<file path="src/hw/rtl/dq_pkg.sv">
`timescale 1ns / 1ps
// dq_pkg: shared types and codes for the double-ended queue
// no dependencies

package dq_pkg;

    localparam int WORD_W = 32;

    typedef enum logic [2:0] {
        ACT_PUSH_BACK  = 3'd0,
        ACT_POP_BACK   = 3'd1,
        ACT_PUSH_FRONT = 3'd2,
        ACT_POP_FRONT  = 3'd3,
        ACT_DUMP       = 3'd4
    } action_t;

    typedef enum logic [1:0] {
        ST_OK    = 2'd0,
        ST_EMPTY = 2'd1,
        ST_FULL  = 2'd2
    } status_t;

endpackage

</file>
<file path="src/hw/rtl/dq_mem.sv">
`timescale 1ns / 1ps
// dq_mem: slot storage, one write port and one registered read port
// depends on dq_pkg for the word width

module dq_mem
    import dq_pkg::*;
#(
    parameter int DEPTH  = 64,
    parameter int ADDR_W = 6
)
(
    input  logic              clk,
    input  logic              wr_en,
    input  logic [ADDR_W-1:0] wr_addr,
    input  logic [WORD_W-1:0] wr_data,
    input  logic              rd_en,
    input  logic [ADDR_W-1:0] rd_addr,
    output logic [WORD_W-1:0] rd_data
);

    logic [WORD_W-1:0] mem [DEPTH];
    logic [WORD_W-1:0] rd_data_reg;

    always_ff @(posedge clk)
    begin
        if (wr_en)
        begin
            mem[wr_addr] <= wr_data;
        end
    end

    always_ff @(posedge clk)
    begin
        if (rd_en)
        begin
            rd_data_reg <= mem[rd_addr];
        end
    end

    assign rd_data = rd_data_reg;

endmodule

</file>
<file path="src/hw/rtl/dq_ctrl.sv">
`timescale 1ns / 1ps
// dq_ctrl: command decode, front/back pointers, occupancy and dump walk
// depends on dq_pkg; drives the ports of dq_mem

module dq_ctrl
    import dq_pkg::*;
#(
    parameter int DEPTH  = 64,
    parameter int ADDR_W = 6,
    parameter int OCC_W  = 7
)
(
    input  logic                     clk,
    input  logic                     rst_n,
    input  logic                     start,
    input  logic [2:0]               action,
    input  logic signed [WORD_W-1:0] value,
    output logic                     busy,
    output logic                     strobe,
    output logic [1:0]               status,
    output logic signed [WORD_W-1:0] item,
    output logic                     last,
    output logic                     mem_wr_en,
    output logic [ADDR_W-1:0]        mem_wr_addr,
    output logic [WORD_W-1:0]        mem_wr_data,
    output logic                     mem_rd_en,
    output logic [ADDR_W-1:0]        mem_rd_addr,
    input  logic [WORD_W-1:0]        mem_rd_data
);

    typedef enum logic [1:0] {
        S_IDLE,
        S_POP,
        S_DUMP
    } state_t;

    state_t             state_reg, state_next;
    logic [ADDR_W-1:0]  front_reg, front_next;
    logic [ADDR_W-1:0]  tail_reg, tail_next;
    logic [ADDR_W-1:0]  walk_reg, walk_next;
    logic [OCC_W-1:0]   occ_reg, occ_next;
    logic [OCC_W-1:0]   left_reg, left_next;
    logic               strobe_reg, strobe_next;
    status_t            status_reg, status_next;
    logic [WORD_W-1:0]  item_reg, item_next;
    logic               last_reg, last_next;
    logic               accept;
    logic               is_full;
    logic               is_empty;

    function automatic logic [ADDR_W-1:0] ptr_inc(input logic [ADDR_W-1:0] p);
        logic [ADDR_W-1:0] r;
        if (p == ADDR_W'(DEPTH - 1))
            r = '0;
        else
            r = p + 1'b1;
        return r;
    endfunction

    function automatic logic [ADDR_W-1:0] ptr_dec(input logic [ADDR_W-1:0] p);
        logic [ADDR_W-1:0] r;
        if (p == '0)
            r = ADDR_W'(DEPTH - 1);
        else
            r = p - 1'b1;
        return r;
    endfunction

    assign accept   = start && (state_reg == S_IDLE);
    assign is_full  = (occ_reg == OCC_W'(DEPTH));
    assign is_empty = (occ_reg == '0);

    always_comb
    begin
        state_next  = state_reg;
        front_next  = front_reg;
        tail_next   = tail_reg;
        walk_next   = walk_reg;
        occ_next    = occ_reg;
        left_next   = left_reg;
        strobe_next = 1'b0;
        status_next = ST_OK;
        item_next   = '0;
        last_next   = 1'b1;
        mem_wr_en   = 1'b0;
        mem_wr_addr = tail_reg;
        mem_wr_data = value;
        mem_rd_en   = 1'b0;
        mem_rd_addr = front_reg;

        unique case (state_reg)
            S_IDLE:
            begin
                if (accept)
                begin
                    unique case (action)
                        ACT_PUSH_BACK,
                        ACT_PUSH_FRONT:
                        begin
                            strobe_next = 1'b1;
                            if (is_full)
                            begin
                                status_next = ST_FULL;
                            end
                            else
                            begin
                                mem_wr_en = 1'b1;
                                occ_next  = occ_reg + 1'b1;
                                if (action == ACT_PUSH_BACK)
                                begin
                                    mem_wr_addr = tail_reg;
                                    tail_next   = ptr_inc(tail_reg);
                                end
                                else
                                begin
                                    mem_wr_addr = ptr_dec(front_reg);
                                    front_next  = ptr_dec(front_reg);
                                end
                            end
                        end
                        ACT_POP_BACK,
                        ACT_POP_FRONT:
                        begin
                            if (is_empty)
                            begin
                                strobe_next = 1'b1;
                                status_next = ST_EMPTY;
                            end
                            else
                            begin
                                mem_rd_en  = 1'b1;
                                occ_next   = occ_reg - 1'b1;
                                state_next = S_POP;
                                if (action == ACT_POP_BACK)
                                begin
                                    mem_rd_addr = ptr_dec(tail_reg);
                                    tail_next   = ptr_dec(tail_reg);
                                end
                                else
                                begin
                                    mem_rd_addr = front_reg;
                                    front_next  = ptr_inc(front_reg);
                                end
                            end
                        end
                        ACT_DUMP:
                        begin
                            if (is_empty)
                            begin
                                strobe_next = 1'b1;
                                status_next = ST_EMPTY;
                            end
                            else
                            begin
                                mem_rd_en   = 1'b1;
                                mem_rd_addr = front_reg;
                                walk_next   = ptr_inc(front_reg);
                                left_next   = occ_reg;
                                state_next  = S_DUMP;
                            end
                        end
                        default:
                        begin
                            state_next = S_IDLE;
                        end
                    endcase
                end
            end
            S_POP:
            begin
                strobe_next = 1'b1;
                item_next   = mem_rd_data;
                state_next  = S_IDLE;
            end
            S_DUMP:
            begin
                strobe_next = 1'b1;
                item_next   = mem_rd_data;
                if (left_reg == OCC_W'(1))
                begin
                    state_next = S_IDLE;
                end
                else
                begin
                    last_next   = 1'b0;
                    mem_rd_en   = 1'b1;
                    mem_rd_addr = walk_reg;
                    walk_next   = ptr_inc(walk_reg);
                    left_next   = left_reg - 1'b1;
                end
            end
            default:
            begin
                state_next = S_IDLE;
            end
        endcase
    end

    always_ff @(posedge clk or negedge rst_n)
    begin
        if (!rst_n)
        begin
            state_reg  <= S_IDLE;
            front_reg  <= '0;
            tail_reg   <= '0;
            walk_reg   <= '0;
            occ_reg    <= '0;
            left_reg   <= '0;
            strobe_reg <= 1'b0;
            status_reg <= ST_OK;
            item_reg   <= '0;
            last_reg   <= 1'b0;
        end
        else
        begin
            state_reg  <= state_next;
            front_reg  <= front_next;
            tail_reg   <= tail_next;
            walk_reg   <= walk_next;
            occ_reg    <= occ_next;
            left_reg   <= left_next;
            strobe_reg <= strobe_next;
            status_reg <= status_next;
            item_reg   <= item_next;
            last_reg   <= last_next;
        end
    end

    assign busy   = (state_reg != S_IDLE);
    assign strobe = strobe_reg;
    assign status = status_reg;
    assign item   = item_reg;
    assign last   = last_reg;

    // back pointer tracks front plus occupancy
    logic [OCC_W:0] tail_sum;
    assign tail_sum = (OCC_W + 1)'(front_reg) + (OCC_W + 1)'(occ_reg);

    a_occ_bound: assert property (@(posedge clk) disable iff (!rst_n)
        occ_reg <= OCC_W'(DEPTH))
        else $error("occupancy above capacity");

    a_tail_track: assert property (@(posedge clk) disable iff (!rst_n)
        (tail_sum >= (OCC_W + 1)'(DEPTH))
            ? (tail_reg == ADDR_W'(tail_sum - (OCC_W + 1)'(DEPTH)))
            : (tail_reg == ADDR_W'(tail_sum)))
        else $error("back pointer out of step");

    a_no_rw_overlap: assert property (@(posedge clk) disable iff (!rst_n)
        !(mem_wr_en && mem_rd_en))
        else $error("read and write in the same cycle");

    a_err_word: assert property (@(posedge clk) disable iff (!rst_n)
        (strobe && (status != ST_OK)) |-> (item == '0 && last))
        else $error("refused word carries data");

    a_push_result: assert property (@(posedge clk) disable iff (!rst_n)
        (accept && (action == ACT_PUSH_BACK || action == ACT_PUSH_FRONT))
            |=> (strobe && last && item == '0))
        else $error("push gave no result word");

endmodule

</file>
<file path="src/hw/rtl/double_ended_queue.sv">
`timescale 1ns / 1ps
// double_ended_queue: bounded deque of signed 32-bit words
// depends on dq_pkg, dq_ctrl and dq_mem
//
// a command is taken on a rising edge with start high and busy low; action
// selects push back, pop back, push front, pop front or dump, value is the
// word to push. each result word appears for one cycle with strobe high,
// carrying status, item and last; the receiver cannot stall.
// the first result word appears the cycle after acceptance for pushes and
// refused commands; for pops and dumps it passes the registered read of
// the slot memory and then the result registers. pushes and any empty or
// full response leave busy low; a pop or dump holds busy high while it
// runs. a dump gives one word per cycle, last set on the final one.
// unknown actions are dropped.
// reset clears the pointers and occupancy, so the queue starts empty; the
// slot memory itself is not cleared and needs no clearing pass.

module double_ended_queue
    import dq_pkg::*;
#(
    parameter int DEPTH = 64
)
(
    input  logic                     clk,
    input  logic                     rst_n,
    input  logic                     start,
    input  logic [2:0]               action,
    input  logic signed [WORD_W-1:0] value,
    output logic                     busy,
    output logic                     strobe,
    output logic [1:0]               status,
    output logic signed [WORD_W-1:0] item,
    output logic                     last
);

    localparam int ADDR_W = (DEPTH > 1) ? $clog2(DEPTH) : 1;
    localparam int OCC_W  = $clog2(DEPTH + 1);

    logic              mem_wr_en;
    logic [ADDR_W-1:0] mem_wr_addr;
    logic [WORD_W-1:0] mem_wr_data;
    logic              mem_rd_en;
    logic [ADDR_W-1:0] mem_rd_addr;
    logic [WORD_W-1:0] mem_rd_data;

    dq_ctrl #(
        .DEPTH  (DEPTH),
        .ADDR_W (ADDR_W),
        .OCC_W  (OCC_W)
    ) u_ctrl (
        .clk         (clk),
        .rst_n       (rst_n),
        .start       (start),
        .action      (action),
        .value       (value),
        .busy        (busy),
        .strobe      (strobe),
        .status      (status),
        .item        (item),
        .last        (last),
        .mem_wr_en   (mem_wr_en),
        .mem_wr_addr (mem_wr_addr),
        .mem_wr_data (mem_wr_data),
        .mem_rd_en   (mem_rd_en),
        .mem_rd_addr (mem_rd_addr),
        .mem_rd_data (mem_rd_data)
    );

    dq_mem #(
        .DEPTH  (DEPTH),
        .ADDR_W (ADDR_W)
    ) u_mem (
        .clk     (clk),
        .wr_en   (mem_wr_en),
        .wr_addr (mem_wr_addr),
        .wr_data (mem_wr_data),
        .rd_en   (mem_rd_en),
        .rd_addr (mem_rd_addr),
        .rd_data (mem_rd_data)
    );

endmodule
</file>
<file path="config.mk">
export PLATFORM = sky130hd
export DESIGN_NAME = double_ended_queue
export DESIGN_NICKNAME = d
export VERILOG_FILES = /design/src/hw/rtl/dq_pkg.sv /design/src/hw/rtl/dq_mem.sv /design/src/hw/rtl/dq_ctrl.sv /design/src/hw/rtl/double_ended_queue.sv
export SDC_FILE = /design/constraint.sdc
export NUM_CORES = 2
export LEC_CHECK = 0
export BUFFER_PORTS_ARGS = -buffer_cell sky130_fd_sc_hd__buf_2
export CAP_MARGIN = 30
export CORE_MARGIN = 10
export CORE_UTILIZATION = 42
export DETAILED_ROUTE_END_ITERATION = 10
export HOLD_SLACK_MARGIN = 0.08
export PLACE_DENSITY_LB_ADDON = 0.05
export SLEW_MARGIN = 40
export SYNTH_ARGS = -nofsm -noshare
export SYNTH_HDL_FRONTEND = slang
export SYNTH_SLANG_ARGS = --single-unit
</file>
<file path="constraint.sdc">
create_clock -name clk -period 4.1 [get_ports clk]
set_input_delay 0.41 -clock clk [delete_from_list [all_inputs] [get_ports clk]]
set_output_delay 0.41 -clock clk [all_outputs]
set_load 0.01 [all_outputs]
</file>
# Yosys cells after proc, flatten, opt, wreduce, memory -nomap -nowiden

Memory sizes are Yosys's and may differ from the RTL's. A register that Yosys moved wholly into a read port is not among the register bits.
Index checks and enable logic that the tools add are counted.

Add/subtract/negate cells: 8
Multipliers: 0
Div/mod/pow operators: 0
Order comparisons: 0
Eq/ne operators: 25
Shift operators: 0
Muxes and demuxes: 68
Bitwise logic cells: 0
Reduce and logical (&&, ||, !) cells: 18

Operators by type and width:

| operator                                              | number |
|---|---|
| 2-to-1 mux 6 bit                                      | 27 |
| one-hot mux 6 bit (2 select lines)                    | 4 |
| 2-to-1 mux 7 bit                                      | 6 |
| 2-to-1 mux 32 bit                                     | 1 |
| one-hot mux 7 bit (2 select lines)                    | 2 |
| adder 6 x 1 -> 6 bit, second input constant           | 3 |
| equality test 6 bit, second input constant            | 3 |
| inequality test 2 bit, second input constant          | 8 |
| 2-to-1 mux 1 bit                                      | 15 |
| AND reduction 5 bit                                   | 3 |
| 2-to-1 mux 2 bit                                      | 7 |
| AND reduction 7 bit                                   | 2 |
| subtractor 7 x 1 -> 7 bit, second input constant      | 2 |
| logical NOT 6 bit                                     | 2 |
| subtractor 6 x 1 -> 6 bit, second input constant      | 2 |
| inequality test 2 x 1 -> 1 bit, second input constant | 4 |
| one-hot mux 2 bit (2 select lines)                    | 2 |
| adder 7 x 1 -> 7 bit, second input constant           | 1 |
| equality test 7 x 1 -> 1 bit, second input constant   | 1 |
| equality test 7 bit, second input constant            | 1 |
| logical NOT 7 bit                                     | 1 |
| equality test 3 x 2 -> 1 bit, second input constant   | 2 |
| inequality test 3 bit, second input constant          | 2 |
| one-hot mux 1 bit (2 select lines)                    | 3 |
| 11 further kinds                                      | 15 |

Bits in registers: 70
Bits in latches: 0
Memory bits (writable): 2,048
Bits in read-only memories: 0
Bits of input ports: 38
Word-level logic and storage cells: 130
Memories: 1

Memory list:

| memory    | words | bits a word | read ports | clocked after memory_dff | wr ports | line         | RTL |
|---|---|---|---|---|---|---|---|
| u_mem.mem | 64    | 32          | 1          | 1                        | 1        | dq_mem.sv:21 | `logic [WORD_W-1:0] mem [DEPTH];` |

# Logic depth before layout (Yosys ltp)

Depth in word-level cells: 7
Gate-level depth with buffers: 18
Mapped depth without buffers: 11

# Hierarchy

A second synthesis with hierarchy kept.

Cells, all modules: 3,974
Area total of the unflattened synthesis: 83,617.7 um2

Modules (own cells, without submodules):

| module  | instances | cells an instance | area each (um2) | sequential area each (um2) |
|---|---|---|---|---|
| dq_mem  | 1         | 3,511             | 79,359.9        | 62,459.9 |
| dq_ctrl | 1         | 463               | 4,257.8         | 1,751.7 |

# Least setup slack after synthesis

Ideal clock, no wire load.

Path kind: register to register
Start point: register u_ctrl.state_reg[0]
End point: memory u_mem.mem[24][0], enable pin
Data arrival time: 4.116 ns
Required time: 3.679 ns
Slack: -0.437 ns
Stages on the path, launching flop included: 12
Period minus slack after synthesis: 4.537 ns
Path through: dfrtp_1 -> inv_1 -> ha_1 -> clkbuf_2 -> nand2_1 -> a2111oi_0 -> nand2_1 -> mux2i_1 -> nor2b_1 -> nand2b_1 -> clkbuf_1 -> nor2_1

Word-level cells in the longest chain between the ends: 6
Elaborated cells on any way between the ends: 8
Those cells by class: mux: 6; reduce/logical: 2

Ends and longest elaborated chain:

| what                                   | line                         | RTL |
|---|---|---|
| start, declared                        | dq_ctrl.sv:37                | `state_t state_reg, state_next;` |
| start signal, assigned                 | dq_ctrl.sv:216               | `state_reg <= state_next;` |
| logical NOT 2 bit *                    | dq_ctrl.sv:69, dq_ctrl.sv:91 |  |
| logical AND 1 bit                      | dq_ctrl.sv:69                | `assign accept = start && (state_reg == S_IDLE);` |
| 2-to-1 mux 1 bit                       | dq_ctrl.sv:94                | `if (accept)` |
| 2-to-1 mux 1 bit                       | dq_ctrl.sv:91                | `unique case (state_reg)` |
| 2-to-1 mux 1 bit                       | dq_mem.sv:26                 | `if (wr_en)` |
| 2-to-1 mux 1 bit (implied by the code) | dq_mem.sv:28                 | `mem[wr_addr] <= wr_data;` |
| end, declared                          | dq_mem.sv:21                 |  |

Every way passes the cells marked *; elsewhere a longest branch is shown, timed or not.

# Final worst setup path

Start point: register u_ctrl.left_reg[1]
End point: register u_mem.rd_data_reg[27] (netlist: u_mem.rd_data[27]), read port of u_mem.mem (data pin)

Word-level cells in the longest chain between the ends: 3
Elaborated cells on any way between the ends: 5
Those cells by class: eq/ne: 1; mux: 4

Ends and longest elaborated chain:

| what                                                                                            | line           | RTL |
|---|---|---|
| start, declared                                                                                 | dq_ctrl.sv:42  | `logic [OCC_W-1:0] left_reg, left_next;` |
| start signal, assigned                                                                          | dq_ctrl.sv:221 | `left_reg <= left_next;` |
| equality test 7 x 1 -> 1 bit *                                                                  | dq_ctrl.sv:179 | `if (left_reg == OCC_W'(1))` |
| 2-to-1 mux 6 bit / 2-to-1 mux 1 bit (equally long branches)                                     | dq_ctrl.sv:179 |  |
| one-hot mux 6 bit (2 select lines) / one-hot mux 1 bit (2 select lines) (equally long branches) | dq_ctrl.sv:91  |  |
| end, declared                                                                                   | dq_mem.sv:22   | `logic [WORD_W-1:0] rd_data_reg;` |

Marks and branches as above.
A chain may end at the register's enable or synchronous reset.

==> summary.md <==
| Metric | Value |
|---|---|
| Max reg flops | 2,048 |
| Ys flop type | edfxtp_1 |
| Status | finished, final reports clean |
| Kind of critical path | reg2reg |
| Fin nets | 5,981 |
| Total power | approximately 0.079 W |
| Crit path max fanout | 8 |
| FILL cells | approximately 17,000 |
| TritonRoute pass-1 iters | 5 |
| Final Max Slew Viols | 0 |
| Syn Area/Cell | around 16 um2 |
| Rows | 164 |
| Area Overhead vs Synth | 21.2% |
| Setup WS pre-CTS | -0.391 ns |
| Final wirelength | around 280,000 um |
| Gr ovfl total | 0 |
| # port buffers | between 70 and 80 |
| Tmin final | 3.98 ns |
| Wire per inst | 31.3 um |
| Post-route DRC | 0 |
| Post-synth top area share | 0.743 |
| Worst Hold Class | in2reg |
| Routed Antenna Nets | 0 |
| Vias | between 50,000 and 60,000 |
| Post-synthesis async set-or-reset flop share | 0.0326 |
| Antenna violations before repair | 37 |
| Post-detail-place hpwl | about 180,000 um |
| Multi-input logic area | about 20,000 um2 |
| Worst-skew pair later-pin latency | between 0.8 and 0.9 ns |
| Leading area contributor after synthesis | edfxtp_1 |
| Reg clk slew, reported paths | about 0.060 ns |
| CTS tree | built |
| Tcrit/Tclk final | 0.970 |
| Seq cells post-synth | around 2,200 |
| Storage cell area | 64,200 um2 |
| Total track usage | 0.246 |
| Layout cells sized above 1 | 0.237 |
| Worst slew pin tran | 0.830 ns |
| Post-Synthesis Net Count | 5,319 |
| Most frequent cells in the layout | 2,080 x edfxtp_1, 790 x nand2_1, 504 x buf_4 |
| Largest net degree at the start of global routing | just over 80 |
| Setup tns final | 0 ns |
| Slew headroom | 0.446 |
| Peak Freq | between 200 and 300 MHz |
| Vias per cell | a little under 6 |
| Worst Skew | approximately 0.049 ns |
| Initial DRC Count | roughly 5,700 |
| Clock sink count | around 2,200 |
| Synth cell types | 79 |
| Startpoint Class | flop |
| Die Span X | around 470 um |
| Die height | 467 um |
| Most common cell after layout, fill and taps aside | edfxtp_1 |
| Critical Path AT | 4.61 ns |
| Number of synthesized flops with an enable pin | about 2,100 |
| Area of the core | between 150,000 and 200,000 um2 |
| Vias in the first global route | 49,900 |
| Hold Fails Final Rpt | 0 |
| Initial core utilization | 0.421 |
| Root Buffer | clkbuf_16 |
| Yosys Warn Count | 0 |
| Worst endpoint required time | about 4.7 ns |
| Post-Syn Area | 84,000 um2 |
| GP Congestion | ~0.82 |
| IO Pins | 75 |
| CTS buffer count | 224 |
| Post-synthesis cell count | around 5,300 |
| Final WS setup | around 0.12 ns |
| CTS H-Tree Depth | 4 |
| P per Cell Area | between 700 and 800 nW/um2 |
| Lkg Pwr | 34.2 nW |
| Setup Viol. Count Final | 0 |
| First-pass GRT wire length | about 390,000 um |
| Die area | approximately 220,000 um2 |
| Max_cap viols | 0 |
| Sequential area share after synthesis | 0.764 |
| Deepest clock path buffer count | 3 |
| Hold slack | roughly 0.11 ns |
| CP Capture Type | flop |
| Max VDD drop | ~0.55 mV |
| Final core utilization | 0.511 |
| Synth top area cells | edfxtp_1 74%, nand2_1 3.6%, mux4_2 2.5%, dfrtp_1 2.1%, mux2i_1 2.1% |
## what timing repair did
item                                    4_1_cts  5_1_grt
setup buffers                                 0       38
hold endpoints to repair                    440       74
gates cloned                                  0        3
endpoints found under the setup margin       32       53
gates resized for setup                      26       97
pin swaps                                     2       18
hold buffers                                 21        4
## final timing paths
check | slack [ns] | to | from | cells past startpoint
worst min register to register | 0.51 | u_ctrl.item[19] | u_mem.rd_data[19] | 1
max in group asynchronous | 2.41 | u_ctrl.item[25] | rst_n | 4
min in group asynchronous | 0.64 | u_ctrl.item[4] | rst_n | 3
worst max register to register | 0.12 | u_mem.rd_data[27] | u_ctrl.left_reg[1] | 16
worst min-delay path | 0.11 | u_mem.mem[35][10] | value[10] | 1
worst max-delay path | 0.12 | u_mem.rd_data[27] | u_ctrl.left_reg[1] | 16
## per-stage QoR
step	cells	cell area, um2
after CTS	8717	101000
after detailed placement	8286	93500
after global placement	8286	93500
final	8777	102000
after floorplan	5263	84100
after global routing	8773	102000
## worst max-delay path, stage by stage, from the launching register on
cell and delay, ns:
dfrtp_1 0.40, inv_2 0.08, ha_1 0.16, nor4b_4 0.24, buf_4 0.19, and2_4 0.16
buf_4 0.13, o211a_1 0.16, and2_4 0.26, buf_12 0.21, buf_16 0.17, buf_6 0.14
mux4_2 0.50, a221o_1 0.36, a22oi_2 0.31, buf_6 0.18, o22ai_1 0.09
## power breakdown
group	internal (W)	switching (W)
Combinational	0.0135	0.0207
Sequential	0.0249	0.000539
Clock	0.0110	0.00859
Total	0.0494	0.0298
## final cells by class
type	count	share of cell area
timing repair buffer	769	0.0763
antenna	12	0.000295
inverter	14	0.000516
tap	2656	0.0326
clock inverter	120	0.0100
clock buffer	290	0.0589
sequential	2150	0.631
multi-input combinational	2766	0.191
## layer usage
metal,GRT usage,vias to the layer above,share of wire
li1,-,22100,-
met3,0.0543,366,0.077
met1,0.339,26700,0.42
met5,0,-,0.00029
met2,0.393,1897,0.47
met4,0.0730,12,0.029
## cells in the mapped netlist (39+ instances only)
cell type and n:
a2111oi_0 42, a21oi_1 223, a221oi_1 54, a22oi_1 40
a31oi_1 53, buf_2 75, clkbuf_1 193, dfrtp_1 70
edfxtp_1 2080, mux2_2 133, mux2i_1 174, mux4_2 93
nand2_1 797, nand3_1 211, nor2_1 193, nor3_1 39
o21ai_0 138, o221ai_1 84, o22ai_1 77, o32ai_1 56
## cell families (layout without fill, tap and decap cells)
family                     count (synthesis)  after routing  synth area share
DFF                                     2150           2150             0.764
and+or+nand+nor                         1351           1351            0.0678
AOI/OAI and AO/OA                        982            982            0.0821
muxes                                    400            400            0.0635
buffers and inverters                    347           1193            0.0183
adders and majority gates                 18             18           0.00277
xor gates and xnor gates                  15             15           0.00156
other                                      0             12                 0
(Power assumes the default switching activity.)
